File: src/hw/rtl/sgtr_pkg.sv
// Types, constants and the 5x7 glyph table of the text rasterizer.
`default_nettype none

package sgtr_pkg;

  localparam logic CMD_SET  = 1'b0;
  localparam logic CMD_DRAW = 1'b1;

  localparam logic [7:0] CHAR_NEWLINE = 8'd10;

  typedef enum logic {
    REG_GLYPH_SCALE = 1'b0,
    REG_INK_COLOR   = 1'b1
  } cfg_reg_e;

  localparam logic [3:0]  SCALE_RESET = 4'd1;
  localparam logic [31:0] COLOR_RESET = 32'hFFFF_FFFF;

  // Largest cursor coordinate; the cursor saturates here.
  localparam logic [12:0] POS_MAX = 13'd4095;

  // Last column and last row of a glyph cell.
  localparam logic [2:0] GLYPH_LAST_COL = 3'd4;
  localparam logic [2:0] GLYPH_LAST_ROW = 3'd6;

  localparam int unsigned QUEUE_DEPTH = 2;

  // Row 0 is the top row; bit 4 of a row is the leftmost column.
  typedef logic [0:6][4:0] glyph_t;

  typedef struct packed {
    logic signed [12:0] cur_x;
    logic signed [12:0] cur_y;
    logic [3:0]         scale;
    logic [31:0]        color;
    glyph_t             rows;
  } job_t;

  typedef struct packed {
    logic [10:0] x;
    logic [9:0]  y;
    logic [3:0]  w;
    logic [3:0]  h;
  } rect_t;

  // Folds lower case to upper case and returns the glyph; unknown codes are blank.
  function automatic glyph_t glyph_lookup(input logic [7:0] code);
    logic [7:0] folded;
    glyph_t     g;
    folded = (code >= 8'd97 && code <= 8'd122) ? code - 8'd32 : code;
    case (folded)
      8'd43: g = {5'd0, 5'd4, 5'd4, 5'd31, 5'd4, 5'd4, 5'd0};
      8'd45: g = {5'd0, 5'd0, 5'd0, 5'd31, 5'd0, 5'd0, 5'd0};
      8'd46: g = {5'd0, 5'd0, 5'd0, 5'd0, 5'd0, 5'd6, 5'd6};
      8'd47: g = {5'd1, 5'd2, 5'd2, 5'd4, 5'd8, 5'd8, 5'd16};
      8'd48: g = {5'd14, 5'd17, 5'd19, 5'd21, 5'd25, 5'd17, 5'd14};
      8'd49: g = {5'd4, 5'd12, 5'd4, 5'd4, 5'd4, 5'd4, 5'd14};
      8'd50: g = {5'd14, 5'd17, 5'd1, 5'd2, 5'd4, 5'd8, 5'd31};
      8'd51: g = {5'd30, 5'd1, 5'd1, 5'd14, 5'd1, 5'd1, 5'd30};
      8'd52: g = {5'd2, 5'd6, 5'd10, 5'd18, 5'd31, 5'd2, 5'd2};
      8'd53: g = {5'd31, 5'd16, 5'd16, 5'd30, 5'd1, 5'd1, 5'd30};
      8'd54: g = {5'd14, 5'd16, 5'd16, 5'd30, 5'd17, 5'd17, 5'd14};
      8'd55: g = {5'd31, 5'd1, 5'd2, 5'd4, 5'd8, 5'd8, 5'd8};
      8'd56: g = {5'd14, 5'd17, 5'd17, 5'd14, 5'd17, 5'd17, 5'd14};
      8'd57: g = {5'd14, 5'd17, 5'd17, 5'd15, 5'd1, 5'd1, 5'd14};
      8'd58: g = {5'd0, 5'd4, 5'd4, 5'd0, 5'd4, 5'd4, 5'd0};
      8'd65: g = {5'd14, 5'd17, 5'd17, 5'd31, 5'd17, 5'd17, 5'd17};
      8'd66: g = {5'd30, 5'd17, 5'd17, 5'd30, 5'd17, 5'd17, 5'd30};
      8'd67: g = {5'd14, 5'd17, 5'd16, 5'd16, 5'd16, 5'd17, 5'd14};
      8'd68: g = {5'd30, 5'd17, 5'd17, 5'd17, 5'd17, 5'd17, 5'd30};
      8'd69: g = {5'd31, 5'd16, 5'd16, 5'd30, 5'd16, 5'd16, 5'd31};
      8'd70: g = {5'd31, 5'd16, 5'd16, 5'd30, 5'd16, 5'd16, 5'd16};
      8'd71: g = {5'd14, 5'd17, 5'd16, 5'd23, 5'd17, 5'd17, 5'd15};
      8'd72: g = {5'd17, 5'd17, 5'd17, 5'd31, 5'd17, 5'd17, 5'd17};
      8'd73: g = {5'd31, 5'd4, 5'd4, 5'd4, 5'd4, 5'd4, 5'd31};
      8'd74: g = {5'd7, 5'd2, 5'd2, 5'd2, 5'd18, 5'd18, 5'd12};
      8'd75: g = {5'd17, 5'd18, 5'd20, 5'd24, 5'd20, 5'd18, 5'd17};
      8'd76: g = {5'd16, 5'd16, 5'd16, 5'd16, 5'd16, 5'd16, 5'd31};
      8'd77: g = {5'd17, 5'd27, 5'd21, 5'd21, 5'd17, 5'd17, 5'd17};
      8'd78: g = {5'd17, 5'd25, 5'd21, 5'd19, 5'd17, 5'd17, 5'd17};
      8'd79: g = {5'd14, 5'd17, 5'd17, 5'd17, 5'd17, 5'd17, 5'd14};
      8'd80: g = {5'd30, 5'd17, 5'd17, 5'd30, 5'd16, 5'd16, 5'd16};
      8'd81: g = {5'd14, 5'd17, 5'd17, 5'd17, 5'd21, 5'd18, 5'd13};
      8'd82: g = {5'd30, 5'd17, 5'd17, 5'd30, 5'd20, 5'd18, 5'd17};
      8'd83: g = {5'd15, 5'd16, 5'd16, 5'd14, 5'd1, 5'd1, 5'd30};
      8'd84: g = {5'd31, 5'd4, 5'd4, 5'd4, 5'd4, 5'd4, 5'd4};
      8'd85: g = {5'd17, 5'd17, 5'd17, 5'd17, 5'd17, 5'd17, 5'd14};
      8'd86: g = {5'd17, 5'd17, 5'd17, 5'd17, 5'd17, 5'd10, 5'd4};
      8'd87: g = {5'd17, 5'd17, 5'd17, 5'd21, 5'd21, 5'd21, 5'd10};
      8'd88: g = {5'd17, 5'd17, 5'd10, 5'd4, 5'd10, 5'd17, 5'd17};
      8'd89: g = {5'd17, 5'd17, 5'd10, 5'd4, 5'd4, 5'd4, 5'd4};
      8'd90: g = {5'd31, 5'd1, 5'd2, 5'd4, 5'd8, 5'd16, 5'd31};
      default: g = '0;
    endcase
    return g;
  endfunction

endpackage

`default_nettype wire

File: src/hw/rtl/sgtr_front.sv
// Front end: configuration registers, cursor state and request classification.
`default_nettype none

module sgtr_front import sgtr_pkg::*; (
  input  wire                clk_i,
  input  wire                rst_ni,
  input  wire                cfg_we_i,
  input  wire                cfg_index_i,
  input  wire         [31:0] cfg_data_i,
  input  wire                in_valid_i,
  output logic               in_ready_o,
  input  wire                cmd_i,
  input  wire          [7:0] char_code_i,
  input  wire  signed [12:0] pos_x_i,
  input  wire  signed [12:0] pos_y_i,
  input  wire                q_full_i,
  output logic               q_push_o,
  output job_t               q_job_o
);

  logic [3:0]         scale_q, scale_d;
  logic [31:0]        color_q, color_d;
  logic signed [12:0] cur_x_q, cur_x_d;
  logic signed [12:0] cur_y_q, cur_y_d;
  logic signed [12:0] origin_x_q, origin_x_d;

  logic        accept;
  logic        is_newline;
  glyph_t      glyph;
  logic [13:0] sum_x;
  logic [13:0] sum_y;
  logic [12:0] adv_x;
  logic [12:0] adv_y;

  assign in_ready_o = !q_full_i;
  assign accept     = in_valid_i && in_ready_o;
  assign is_newline = (char_code_i == CHAR_NEWLINE);
  assign glyph      = glyph_lookup(char_code_i);

  // The cursor only ever advances by non-negative steps, so only the top needs saturation.
  assign sum_x = {cur_x_q[12], cur_x_q} + 14'(14'(scale_q) * 14'd6);
  assign sum_y = {cur_y_q[12], cur_y_q} + 14'(14'(scale_q) * 14'd9);
  assign adv_x = (!sum_x[13] && sum_x[12]) ? POS_MAX : sum_x[12:0];
  assign adv_y = (!sum_y[13] && sum_y[12]) ? POS_MAX : sum_y[12:0];

  assign q_push_o = accept && (cmd_i == CMD_DRAW) && !is_newline
                    && (glyph != '0) && (scale_q != '0);
  assign q_job_o  = '{cur_x: cur_x_q, cur_y: cur_y_q, scale: scale_q,
                      color: color_q, rows: glyph};

  always_comb begin
    scale_d    = scale_q;
    color_d    = color_q;
    cur_x_d    = cur_x_q;
    cur_y_d    = cur_y_q;
    origin_x_d = origin_x_q;
    if (cfg_we_i) begin
      case (cfg_reg_e'(cfg_index_i))
        REG_GLYPH_SCALE: scale_d = cfg_data_i[3:0];
        REG_INK_COLOR:   color_d = cfg_data_i;
        default:         ;
      endcase
    end
    if (accept) begin
      if (cmd_i == CMD_SET) begin
        cur_x_d    = pos_x_i;
        cur_y_d    = pos_y_i;
        origin_x_d = pos_x_i;
      end else if (is_newline) begin
        cur_x_d = origin_x_q;
        cur_y_d = signed'(adv_y);
      end else begin
        cur_x_d = signed'(adv_x);
      end
    end
  end

  always_ff @(posedge clk_i or negedge rst_ni) begin
    if (!rst_ni) begin
      scale_q    <= SCALE_RESET;
      color_q    <= COLOR_RESET;
      cur_x_q    <= '0;
      cur_y_q    <= '0;
      origin_x_q <= '0;
    end else begin
      scale_q    <= scale_d;
      color_q    <= color_d;
      cur_x_q    <= cur_x_d;
      cur_y_q    <= cur_y_d;
      origin_x_q <= origin_x_d;
    end
  end

endmodule

`default_nettype wire

File: src/hw/rtl/sgtr_queue.sv
// Short request queue between the front end and the raster back end.
`default_nettype none

module sgtr_queue import sgtr_pkg::*; (
  input  wire   clk_i,
  input  wire   rst_ni,
  input  wire   push_i,
  input  job_t  job_i,
  output logic  full_o,
  output logic  valid_o,
  input  wire   pop_i,
  output job_t  job_o
);

  localparam int unsigned PtrW = $clog2(QUEUE_DEPTH);

  job_t            mem_q [QUEUE_DEPTH];
  logic [PtrW-1:0] wr_ptr_q, wr_ptr_d;
  logic [PtrW-1:0] rd_ptr_q, rd_ptr_d;
  logic [PtrW:0]   count_q, count_d;

  assign full_o  = (count_q == (PtrW+1)'(QUEUE_DEPTH));
  assign valid_o = (count_q != '0);
  assign job_o   = mem_q[rd_ptr_q];

  always_comb begin
    wr_ptr_d = push_i ? wr_ptr_q + 1'b1 : wr_ptr_q;
    rd_ptr_d = pop_i  ? rd_ptr_q + 1'b1 : rd_ptr_q;
    count_d  = count_q;
    if (push_i && !pop_i) begin
      count_d = count_q + 1'b1;
    end else if (pop_i && !push_i) begin
      count_d = count_q - 1'b1;
    end
  end

  always_ff @(posedge clk_i or negedge rst_ni) begin
    if (!rst_ni) begin
      wr_ptr_q <= '0;
      rd_ptr_q <= '0;
      count_q  <= '0;
    end else begin
      wr_ptr_q <= wr_ptr_d;
      rd_ptr_q <= rd_ptr_d;
      count_q  <= count_d;
    end
  end

  always_ff @(posedge clk_i) begin
    if (push_i) begin
      mem_q[wr_ptr_q] <= job_i;
    end
  end

endmodule

`default_nettype wire

File: src/hw/rtl/sgtr_back.sv
// Back end: walks the glyph dots, clips each rectangle and drives the result register.
`default_nettype none

module sgtr_back import sgtr_pkg::*; #(
  parameter int SCREEN_WIDTH  = 1280,
  parameter int SCREEN_HEIGHT = 720
) (
  input  wire          clk_i,
  input  wire          rst_ni,
  input  wire          q_valid_i,
  input  job_t         q_job_i,
  output logic         q_pop_o,
  output logic         out_valid_o,
  input  wire          out_ready_i,
  output rect_t        out_rect_o,
  output logic  [31:0] out_color_o,
  output logic         out_last_o
);

  localparam logic signed [15:0] ScrW = 16'(SCREEN_WIDTH);
  localparam logic signed [15:0] ScrH = 16'(SCREEN_HEIGHT);

  typedef enum logic [2:0] {
    ST_IDLE  = 3'b001,
    ST_WALK  = 3'b010,
    ST_FLUSH = 3'b100
  } state_e;

  state_e      state_q, state_d;
  job_t        job_q, job_d;
  logic [2:0]  gx_q, gx_d;
  logic [2:0]  gy_q, gy_d;
  logic [5:0]  off_x_q, off_x_d;
  logic [6:0]  off_y_q, off_y_d;
  logic        pend_v_q, pend_v_d;
  rect_t       pend_q, pend_d;
  logic        out_valid_q, out_valid_d;
  rect_t       out_rect_q, out_rect_d;
  logic [31:0] out_color_q, out_color_d;
  logic        out_last_q, out_last_d;

  logic               out_free;
  logic               lit;
  logic               hit;
  logic signed [15:0] sc16;
  logic signed [15:0] x0, xl, wl, wr;
  logic signed [15:0] y0, yl, hl, hr;
  rect_t              cur_rect;

  assign out_free = !out_valid_q || out_ready_i;
  assign q_pop_o  = (state_q == ST_IDLE) && q_valid_i;

  // Clip the current dot's square against the screen edges.
  always_comb begin
    sc16 = signed'(16'(job_q.scale));
    x0   = 16'(job_q.cur_x) + 16'(off_x_q);
    y0   = 16'(job_q.cur_y) + 16'(off_y_q);
    xl   = x0[15] ? '0 : x0;
    wl   = x0[15] ? sc16 + x0 : sc16;
    yl   = y0[15] ? '0 : y0;
    hl   = y0[15] ? sc16 + y0 : sc16;
    wr   = (xl + wl > ScrW) ? ScrW - xl : wl;
    hr   = (yl + hl > ScrH) ? ScrH - yl : hl;
    lit  = job_q.rows[gy_q][GLYPH_LAST_COL - gx_q];
    hit  = lit && !wr[15] && (wr != '0) && !hr[15] && (hr != '0);
    cur_rect = '{x: xl[10:0], y: yl[9:0], w: wr[3:0], h: hr[3:0]};
  end

  // A found rectangle waits in the pending slot until the next one shows up, so
  // that the final one of a character can be marked when it leaves.
  always_comb begin
    state_d     = state_q;
    job_d       = job_q;
    gx_d        = gx_q;
    gy_d        = gy_q;
    off_x_d     = off_x_q;
    off_y_d     = off_y_q;
    pend_v_d    = pend_v_q;
    pend_d      = pend_q;
    out_valid_d = out_valid_q && !out_ready_i;
    out_rect_d  = out_rect_q;
    out_color_d = out_color_q;
    out_last_d  = out_last_q;
    case (state_q)
      ST_IDLE: begin
        if (q_valid_i) begin
          job_d    = q_job_i;
          gx_d     = '0;
          gy_d     = '0;
          off_x_d  = '0;
          off_y_d  = '0;
          pend_v_d = 1'b0;
          state_d  = ST_WALK;
        end
      end
      ST_WALK: begin
        if (out_free) begin
          if (hit) begin
            if (pend_v_q) begin
              out_valid_d = 1'b1;
              out_rect_d  = pend_q;
              out_color_d = job_q.color;
              out_last_d  = 1'b0;
            end
            pend_d   = cur_rect;
            pend_v_d = 1'b1;
          end
          if (gx_q == GLYPH_LAST_COL) begin
            gx_d    = '0;
            off_x_d = '0;
            gy_d    = gy_q + 3'd1;
            off_y_d = off_y_q + 7'(job_q.scale);
            if (gy_q == GLYPH_LAST_ROW) begin
              state_d = ST_FLUSH;
            end
          end else begin
            gx_d    = gx_q + 3'd1;
            off_x_d = off_x_q + 6'(job_q.scale);
          end
        end
      end
      ST_FLUSH: begin
        if (out_free) begin
          if (pend_v_q) begin
            out_valid_d = 1'b1;
            out_rect_d  = pend_q;
            out_color_d = job_q.color;
            out_last_d  = 1'b1;
          end
          pend_v_d = 1'b0;
          state_d  = ST_IDLE;
        end
      end
      default: state_d = ST_IDLE;
    endcase
  end

  always_ff @(posedge clk_i or negedge rst_ni) begin
    if (!rst_ni) begin
      state_q     <= ST_IDLE;
      pend_v_q    <= 1'b0;
      out_valid_q <= 1'b0;
    end else begin
      state_q     <= state_d;
      pend_v_q    <= pend_v_d;
      out_valid_q <= out_valid_d;
    end
  end

  always_ff @(posedge clk_i) begin
    job_q       <= job_d;
    gx_q        <= gx_d;
    gy_q        <= gy_d;
    off_x_q     <= off_x_d;
    off_y_q     <= off_y_d;
    pend_q      <= pend_d;
    out_rect_q  <= out_rect_d;
    out_color_q <= out_color_d;
    out_last_q  <= out_last_d;
  end

  assign out_valid_o = out_valid_q;
  assign out_rect_o  = out_rect_q;
  assign out_color_o = out_color_q;
  assign out_last_o  = out_last_q;

endmodule

`default_nettype wire

File: src/hw/rtl/scaled_glyph_text_rasterizer_unit.sv
// Top level of the scaled 5x7 glyph text rasterizer.
`default_nettype none

// The unit turns a stream of text requests into clipped fill rectangles for a
// screen overlay. A set request (cmd 0) loads the cursor and the line origin; a
// draw request (cmd 1) looks the character up in a 5x7 upper-case font, lower
// case being folded to upper case and unknown codes drawing nothing, and emits
// one glyph_scale by glyph_scale rectangle per lit dot, top row first and left
// to right, clipped to SCREEN_WIDTH by SCREEN_HEIGHT. Rectangles that clip away
// are dropped, and last_rect marks the final rectangle of a character. A newline
// moves the cursor down 9*glyph_scale and back to the line origin; every other
// character moves it right by 6*glyph_scale, both saturating at +4095.
// The front end takes one request per cycle while the queue has room: set,
// newline and blank characters finish there, while a visible character is
// queued in a two-deep request queue. The raster back end takes a character
// from the queue while idle, walks all 35 dot positions whatever the number
// of lit dots, at one per cycle while the output register is free, and hands
// over the final rectangle in a flush state, taking no new character before
// it is idle again. Results leave through an output register; while a result
// waits there, the back end pauses its walk.
// Configuration writes take effect at once and belong in idle periods only.

module scaled_glyph_text_rasterizer_unit import sgtr_pkg::*; #(
  parameter int SCREEN_WIDTH  = 1280,
  parameter int SCREEN_HEIGHT = 720
) (
  input  wire                clk_i,
  input  wire                rst_ni,
  input  wire                cfg_we_i,
  input  wire                cfg_index_i,
  input  wire         [31:0] cfg_data_i,
  input  wire                in_valid_i,
  output logic               in_ready_o,
  input  wire                cmd_i,
  input  wire          [7:0] char_code_i,
  input  wire  signed [12:0] pos_x_i,
  input  wire  signed [12:0] pos_y_i,
  output logic               out_valid_o,
  input  wire                out_ready_i,
  output logic        [10:0] rect_x_o,
  output logic         [9:0] rect_y_o,
  output logic         [3:0] rect_w_o,
  output logic         [3:0] rect_h_o,
  output logic        [31:0] fill_color_o,
  output logic               last_rect_o
);

  logic  q_push;
  logic  q_full;
  logic  q_valid;
  logic  q_pop;
  job_t  push_job;
  job_t  head_job;
  rect_t out_rect;

  // The front end snapshots cursor, scale and color into each queued request,
  // so the cursor can move on before the back end draws the character.
  sgtr_front u_front (
    .clk_i       (clk_i),
    .rst_ni      (rst_ni),
    .cfg_we_i    (cfg_we_i),
    .cfg_index_i (cfg_index_i),
    .cfg_data_i  (cfg_data_i),
    .in_valid_i  (in_valid_i),
    .in_ready_o  (in_ready_o),
    .cmd_i       (cmd_i),
    .char_code_i (char_code_i),
    .pos_x_i     (pos_x_i),
    .pos_y_i     (pos_y_i),
    .q_full_i    (q_full),
    .q_push_o    (q_push),
    .q_job_o     (push_job)
  );

  sgtr_queue u_queue (
    .clk_i   (clk_i),
    .rst_ni  (rst_ni),
    .push_i  (q_push),
    .job_i   (push_job),
    .full_o  (q_full),
    .valid_o (q_valid),
    .pop_i   (q_pop),
    .job_o   (head_job)
  );

  sgtr_back #(
    .SCREEN_WIDTH  (SCREEN_WIDTH),
    .SCREEN_HEIGHT (SCREEN_HEIGHT)
  ) u_back (
    .clk_i       (clk_i),
    .rst_ni      (rst_ni),
    .q_valid_i   (q_valid),
    .q_job_i     (head_job),
    .q_pop_o     (q_pop),
    .out_valid_o (out_valid_o),
    .out_ready_i (out_ready_i),
    .out_rect_o  (out_rect),
    .out_color_o (fill_color_o),
    .out_last_o  (last_rect_o)
  );

  assign rect_x_o = out_rect.x;
  assign rect_y_o = out_rect.y;
  assign rect_w_o = out_rect.w;
  assign rect_h_o = out_rect.h;

endmodule

`default_nettype wire

File: config.mk
export PLATFORM = sky130hd
export DESIGN_NAME = scaled_glyph_text_rasterizer_unit
export DESIGN_NICKNAME = d
export VERILOG_FILES = /design/src/hw/rtl/sgtr_pkg.sv /design/src/hw/rtl/sgtr_front.sv /design/src/hw/rtl/sgtr_queue.sv /design/src/hw/rtl/sgtr_back.sv /design/src/hw/rtl/scaled_glyph_text_rasterizer_unit.sv
export SDC_FILE = /design/constraint.sdc
export NUM_CORES = 1
export LEC_CHECK = 0
export ABC_AREA = 0
export BUFFER_PORTS_ARGS = -buffer_cell sky130_fd_sc_hd__buf_2
export CAP_MARGIN = 30
export CORE_AREA = 2 2 210 212
export DETAILED_ROUTE_END_ITERATION = 7
export DIE_AREA = 0 0 212 214
export PLACE_DENSITY = 0.89
export SLEW_MARGIN = 5
export SYNTH_ARGS = -nofsm -noshare
export SYNTH_HDL_FRONTEND = slang
export SYNTH_MEMORY_MAX_BITS = 65536
export SYNTH_SLANG_ARGS = --single-unit
File: constraint.sdc
create_clock -name clk_i -period 8.9 [get_ports clk_i]
set_input_delay 1.335 -clock clk_i [delete_from_list [all_inputs] [get_ports clk_i]]
set_output_delay 1.335 -clock clk_i [all_outputs]
set_load 0.005 [all_outputs]
==> flow_metrics.tcl, run 1 <==
set metrics [dict create \
    finalCritPeriodShare_pct 72.04 \
    critPathRequiredTime_ns 9.13 \
    ant_nets 0 \
    vdd_drop_max_mv 0.2187 \
    synth_area_leaders "edfxtp_1 50%, mux2_2 6.3%, dfrtp_1 5.2%" \
    dpl.hpwl_um 39800 \
    ys_types 93 \
    setup_viol 0 \
    yosys_register_bits 485 \
    cts_tree "done" \
    core_area_mm2 0.04289 \
    cts_buffers 46 \
    period_needed_ns 6.412 \
    timing.final.hold_violations 0 \
    wl_um 60620 \
    cts_hold_buf 0 \
    viasPerCell 6.250 \
    fin_ws_ns 2.488 \
    overflow 0 \
    multiInputGateArea_mm2 0.009194 \
    grt_max_degree 78 \
    antenna_found_initial 1 \
    synth-main-ff-cell "edfxtp_1" \
    cts_resized 0 \
    final_cell_mix "401 x edfxtp_1, 178 x nand2_1, 153 x nor2_1, 136 x buf_2, 135 x mux2_2" \
    nets 2251 \
    path_class "flip-flop to flip-flop" \
    whs_ns 0.4150 \
    drt-initial-drc-count 1788 \
    async_reset_ff_share_pct 17.32 \
    cp.arrival_ns 6.64 \
    yosysWarningCount 0 \
    relSlewSlack_pct 39.71 \
    die_w_um 212 \
    nFillCells 2987 \
    final-seq-area_mm2 0.01419 \
    drcViolationCount 0 \
    vias 16930 \
    final_max_slew_viol_count 0 \
    std_cell_rows 76 \
    drtPass1Iterations 6 \
    power_density_mw_per_mm2 379.7 \
    p_leak_nw 10.05 \
    top_level_ports 137 \
    final_util_pct 62.63 \
    worst_pin_slew_ns 0.9025 \
    postSynthCellCount 1960 \
    path_clk_slew_ns 0.07 \
    clock_skew_ns 0.03242 \
    cp-end-kind "flip-flop" \
    status "completed" \
    synth_area_mm2 0.02395 \
    gp_congestion 0.9623 \
    die-area_mm2 0.04537 \
    drv_cap 0 \
    max_freq_ghz 0.1560 \
    h-tree-depth 2 \
    cts_setup_buffers 0 \
    setup_tns_ns 0 \
    rsz0062_at_grt "false" \
    yosysSeqAreaShare_pct 59.23 \
    wl_per_cell_um 22.38 \
    grt_pass1_vias 16790 \
    start_util_pct 55.85 \
    synth_edf_count 401 \
    clk_latency_ns 0.61 \
    layout_commonest_cell "edfxtp_1" \
    grt_pass1_wl_um 93090 \
    syn_avg_cell_area_um2 12.22 \
    cts-root-buf "clkbuf_16" \
    place_ws_ns 2.111 \
    io_buffers 136 \
    grt_use_total_pct 26.30 \
    drive_gt1_share_pct 21.48 \
    synthToLayoutAreaGrowth_pct 12.14 \
    synth_top_cell_area_share_pct 50.27 \
    clock_path_buffers 3 \
    die_h_um 214 \
    startpoint_type "flip-flop" \
    cts.sinks 485 \
    syn_nets 2124 \
    hold_path.class "flip-flop to flip-flop" \
    netlist.top_cell.by_area "edfxtp_1" \
    path_max_fanout 32 \
]
[critical path, cell delays in order, from the launching register on]
cell	delay (ns)
edfxtp_1	0.46
ha_1	0.36
a21o_1	0.16
a21oi_1	0.24
xor2_1	0.37
inv_1	0.12
ha_1	0.35
nor2_1	0.07
a21oi_1	0.28
nand3_1	0.18
nor4_1	0.57
nand2_1	0.14
a21oi_1	0.19
nor2_1	0.06
ha_1	0.34
nand3_1	0.08
and4b_1	0.29
or2_4	0.15
nor4_1	0.05
a2111oi_0	0.48
mux2_2	0.29
a21oi_2	0.09
nor3_4	0.21
buf_4	0.45
[layer usage]
| layer | global-route usage, % | vias up | wire length (um) |
|---|---|---|---|
| met5 | 0 | - | 9 |
| met4 | 13.00 | 2 | 3137 |
| met3 | 4.222 | 220 | 4203 |
| met2 | 44.40 | 946 | 30040 |
| met1 | 32.89 | 8176 | 23240 |
| li1 | - | 7586 | - |
[registers in the layout, indices dropped and copies added, names as in the netlist, 2 cells and up]
register            flops
u_queue.mem_q         194
u_back.job_q           97
u_back.out_color_o     32
u_front.color_q        32
u_back.out_rect_o      29
u_back.pend_q          29
u_front.cur_x_q        13
u_front.cur_y_q        13
u_front.origin_x_q     13
u_back.off_y_q          7
u_back.off_x_q          6
u_front.scale_q         4
u_back.gx_q             3
u_back.gy_q             3
u_back.state_q          3
u_queue.count_q         2
[area by class of cell]
type                    instances  area share [%]
diodes                          1        0.009317
clock buffers                  58           4.794
clock inverters                26          0.8665
inverters                      72           1.016
multi-input cells            1318           34.23
flip-flops and latches        485           52.83
well taps                     585           2.725
repair buffers                164           3.527
[cell usage after synthesis (all sizes together) (5+ instances only)]
| master | count |
|---|---|
| edfxtp | 401 |
| nand2 | 178 |
| nor2 | 156 |
| mux2 | 136 |
| a21oi | 128 |
| o21ai | 113 |
| ha | 80 |
| inv | 71 |
| clkbuf | 68 |
| dfrtp | 50 |
| nand3 | 45 |
| xnor2 | 41 |
| nor3 | 40 |
| dfstp | 34 |
| nor2b | 31 |
| xor2 | 29 |
| a21o | 23 |
| a211oi | 17 |
| buf | 17 |
| mux2i | 17 |
| nand2b | 17 |
| o221ai | 15 |
| or2 | 15 |
| o22ai | 14 |
| or3 | 14 |
| o211ai | 13 |
| a31oi | 12 |
| nor4 | 12 |
| a22oi | 11 |
| and2 | 11 |
| and3 | 11 |
| fa | 11 |
| nand4 | 10 |
| o21bai | 9 |
| mux4 | 8 |
| o21a | 7 |
| o31ai | 7 |
| a31o | 6 |
| a2111oi | 5 |
| a21boi | 5 |
| o311ai | 5 |
| o31a | 5 |
[where the power goes]
part / internal, mW / total (mW) / switching [mW]
sequential: 3.21 / 3.64 / 0.432
combinational: 1.80 / 4.60 / 2.80
clock: 1.07 / 1.96 / 0.888
[metrics by stage]
step                power [mW]  area (um2)  std cells
global placement         7.776       25220       2616
finish                   10.20       26860       2709
CTS                      10.04       26760       2702
floorplan                6.965       23960       1960
global route             10.78       26860       2708
detailed placement       8.034       25240       2618
[worst paths after layout]
| kind | start | to | slack, ns | depth (start not counted) |
|---|---|---|---|---|
| setup reg to reg | u_back.off_y_q[1] | u_back.out_color_o[23] | 2.49 | 23 |
| max in group asynchronous | rst_ni | u_queue.rd_ptr_q | 6.98 | 2 |
| hold / removal | u_back.job_q[47] | u_back.out_color_o[12] | 0.41 | 0 |
| min in group asynchronous | rst_ni | u_front.color_q[27] | 0.97 | 1 |
| hold reg to reg | u_back.job_q[47] | u_back.out_color_o[12] | 0.41 | 0 |
| setup / recovery | u_back.off_y_q[1] | u_back.out_color_o[23] | 2.49 | 23 |
[cells by family after synthesis]
kind of cell,share of synthesized area (%)
buf+inv,2.507
simple gates,10.94
xor+xnor,2.591
fa+ha+maj,5.098
flops,59.23
compound gates,11.77
mux,7.857
Note: power is estimated with default switching activity, not from simulation.
==> run 2: changes to the inputs <==
CORE_AREA = 2 2 205 207   (was 2 2 210 212)
DIE_AREA = 0 0 207 209   (was 0 0 212 214)
clock period = 5.95 ns   (was 8.9 ns; I/O delays follow)
==> run 2 against run 1 <==
- core utilization increased by 2.9 points
- critical path depth decreased by 4
- clock skew decreased by 0.0018 ns
- combinational power increased by 55%
- first-iteration DRC count increased by 9.1%
- hold slack got worse by 0.15 ns
- worst setup slack got worse by 2.2 ns
- final cell count decreased by 0.85%
- total power increased by 52%
- flip-flop and latch count unchanged
- critical path type unchanged
- critical endpoint is now u_back.out_color_o[20]
- largest power group unchanged
- highest routed layer unchanged
==> flow_metrics.tcl, run 2 (synthesized netlist as in run 1, its figures left out) <==
set metrics [dict create \
    status "completed" \
    antenna_found_initial 3 \
    multiInputGateArea_mm2 0.009298 \
    cp.arrival_ns 5.92 \
    hold_path.class "input port to asynchronous set/reset pin" \
    gp_congestion 1.009 \
    clk_latency_ns 0.59 \
    critPathRequiredTime_ns 6.22 \
    final_area_mm2 0.02704 \
    timing.final.hold_violations 0 \
    switching_share_pct 40.73 \
    rsz0062_at_grt "false" \
    setup_viol 0 \
    cts.sinks 485 \
    crit_slowest_cell "edfxtp_1" \
    place_ws_ns 0.2746 \
    vias 17040 \
    met3_usage_pct 4.569 \
    vdd_drop_max_mv 0.3455 \
    path_delay_family "simple AND/OR/NAND/NOR gates" \
    ant_nets 0 \
    max_freq_ghz 0.1773 \
    crit_buf_inv 2 \
    place_area_mm2 0.02554 \
    synthToLayoutAreaGrowth_pct 12.90 \
    path_max_fanout 32 \
    overflow 0 \
    wl_per_cell_um 22.60 \
    relSlewSlack_pct 29.96 \
    period_needed_ns 5.641 \
    core_area_mm2 0.04129 \
    io_buffers 136 \
    path_clk_slew_ns 0.07 \
    intPower_mw 9.163 \
    grt_busiest_layer "met2" \
    drt-initial-drc-count 1950 \
    cts_setup_buffers 0 \
    path_class "flip-flop to flip-flop" \
    grt_max_degree 64 \
    top_level_ports 137 \
    worst_pin_slew_ns 1.047 \
    std_cell_rows 75 \
    cp-end-kind "flip-flop" \
    dp_cells 2597 \
    die_w_um 207 \
    cp_cell_sequence "ha_4, a21o_1, a21oi_2, xor2_2, inv_1, ha_1, o21ai_0, o21bai_1, nand3_1, nor4_1, nand3_1, o311ai_1, nand2_1, o31a_1, nor4_2, mux2_4, a21oi_2, nor3_4, buf_12" \
    drcViolationCount 0 \
    clock_skew_ns 0.03059 \
    die_h_um 209 \
    cts_hold_buf 0 \
    die-area_mm2 0.04326 \
    clockPowerShare_pct 18.7 \
    seqPwrFrac_pct 35.2 \
    grt_use_total_pct 27.76 \
    grt_use_met2_pct 47.47 \
    p_leak_nw 10.15 \
    fin_cells 2686 \
    cts_buffers 47 \
    switchingPower_mw 6.297 \
    final_util_pct 65.49 \
    reg.largest.list "u_queue.mem_q: 194 flops, u_back.job_q: 97 flops" \
    final-seq-area_mm2 0.01419 \
    drv_cap 0 \
    pwr-share-comb_pct 46.1 \
    nets 2272 \
    drtPass1Iterations 7 \
    drive_gt1_share_pct 22.70 \
    viasPerCell 6.345 \
    cts_tree "done" \
    start_util_pct 58.01 \
    nFillCells 2846 \
    cp_slowest_stage_delay_ns 0.50 \
    power_density_mw_per_mm2 571.7 \
    grt_use_met1_pct 33.85 \
    layout_commonest_cell "edfxtp_1" \
    final_cell_mix "401 x edfxtp_1, 178 x nand2_1, 152 x nor2_1, 136 x buf_2, 134 x mux2_2" \
    grt_pass1_wl_um 95190 \
    finalCritPeriodShare_pct 94.81 \
    grt_pass1_vias 17460 \
    fin_ws_ns 0.3085 \
    cts-root-buf "clkbuf_16" \
    final_max_slew_viol_count 0 \
    largest_reg_flops 194 \
    clock_path_buffers 3 \
    top_register "u_queue.mem_q" \
    h-tree-depth 2 \
    wl_um 60720 \
    startpoint_type "flip-flop" \
    dpl.hpwl_um 39990 \
]
==> run 2: changes by cell type in the layout (fill, tap and decap cells not counted), sizes merged <==
cell / change
clkbuf: +8
clkinv: -3
buf: +20
bufinv: +1
diode: +1
clkinvlp: -4
==> run 2: layer usage <==
metal  part of all wire [%]  wire [um]  vias to the layer above
met2                     50      30210                      989
met5                  0.020         12                        -
met4                    5.1       3086                        2
met1                     38      22930                     8172
met3                    7.4       4477                      259
li1                       -          -                     7621
==> run 2: cell type report <==
| type | instances | area share [%] |
|---|---|---|
| Sequential cell | 485 | 52.48 |
| Multi-Input combinational cell | 1318 | 34.38 |
| Clock buffer | 66 | 4.729 |
| Timing Repair Buffer | 184 | 4.155 |
| Tap cell | 539 | 2.494 |
| Inverter | 72 | 1.004 |
| Clock inverter | 20 | 0.7403 |
| Antenna cell | 2 | 0.01851 |
==> run 2: worst paths after layout <==
check	to	startpoint	slack, ns	cells past startpoint
min in group clk_i	u_back.out_color_o[19]	u_back.job_q[54]	0.42	0
max in group asynchronous	u_front.origin_x_q[1]	rst_ni	4.54	2
hold / removal	u_front.cur_x_q[11]	rst_ni	0.26	1
hold reg to reg	u_back.out_color_o[19]	u_back.job_q[54]	0.42	0
setup / recovery	u_back.out_color_o[20]	u_back.off_y_q[1]	0.31	19
setup reg to reg	u_back.out_color_o[20]	u_back.off_y_q[1]	0.31	19
==> run 2: through the flow <==
stage | hold WS, ns | setup TNS (ns) | total power [mW]
after floorplan | 0.4003 | -132.83 | 10.54
after global placement | 0.4004 | 0 | 11.87
final | 0.2649 | 0 | 15.46
after CTS | 0.2616 | 0 | 15.31
after global routing | 0.2787 | 0 | 16.34
after detailed placement | 0.4045 | 0 | 12.29
==> run 2: what timing repair did <==
action / CTS / global route
resized for setup: 0 / 3
endpoints found under the hold margin: 0 / 0
endpoints found under the setup margin: 0 / 66
==> run 2: power groups by stage <==
| stage | sequential (mW) | clock [mW] | combinational, mW |
|---|---|---|---|
| 4_1_cts | 5.41 | 2.92 | 6.98 |
| 5_1_grt | 5.50 | 3.05 | 7.79 |
| 6_report | 5.44 | 2.89 | 7.13 |
| 3_3_place_gp | 5.36 | 0 | 6.51 |
| 2_1_floorplan | 5.18 | 0 | 5.36 |
| 3_5_place_dp | 5.45 | 0 | 6.84 |
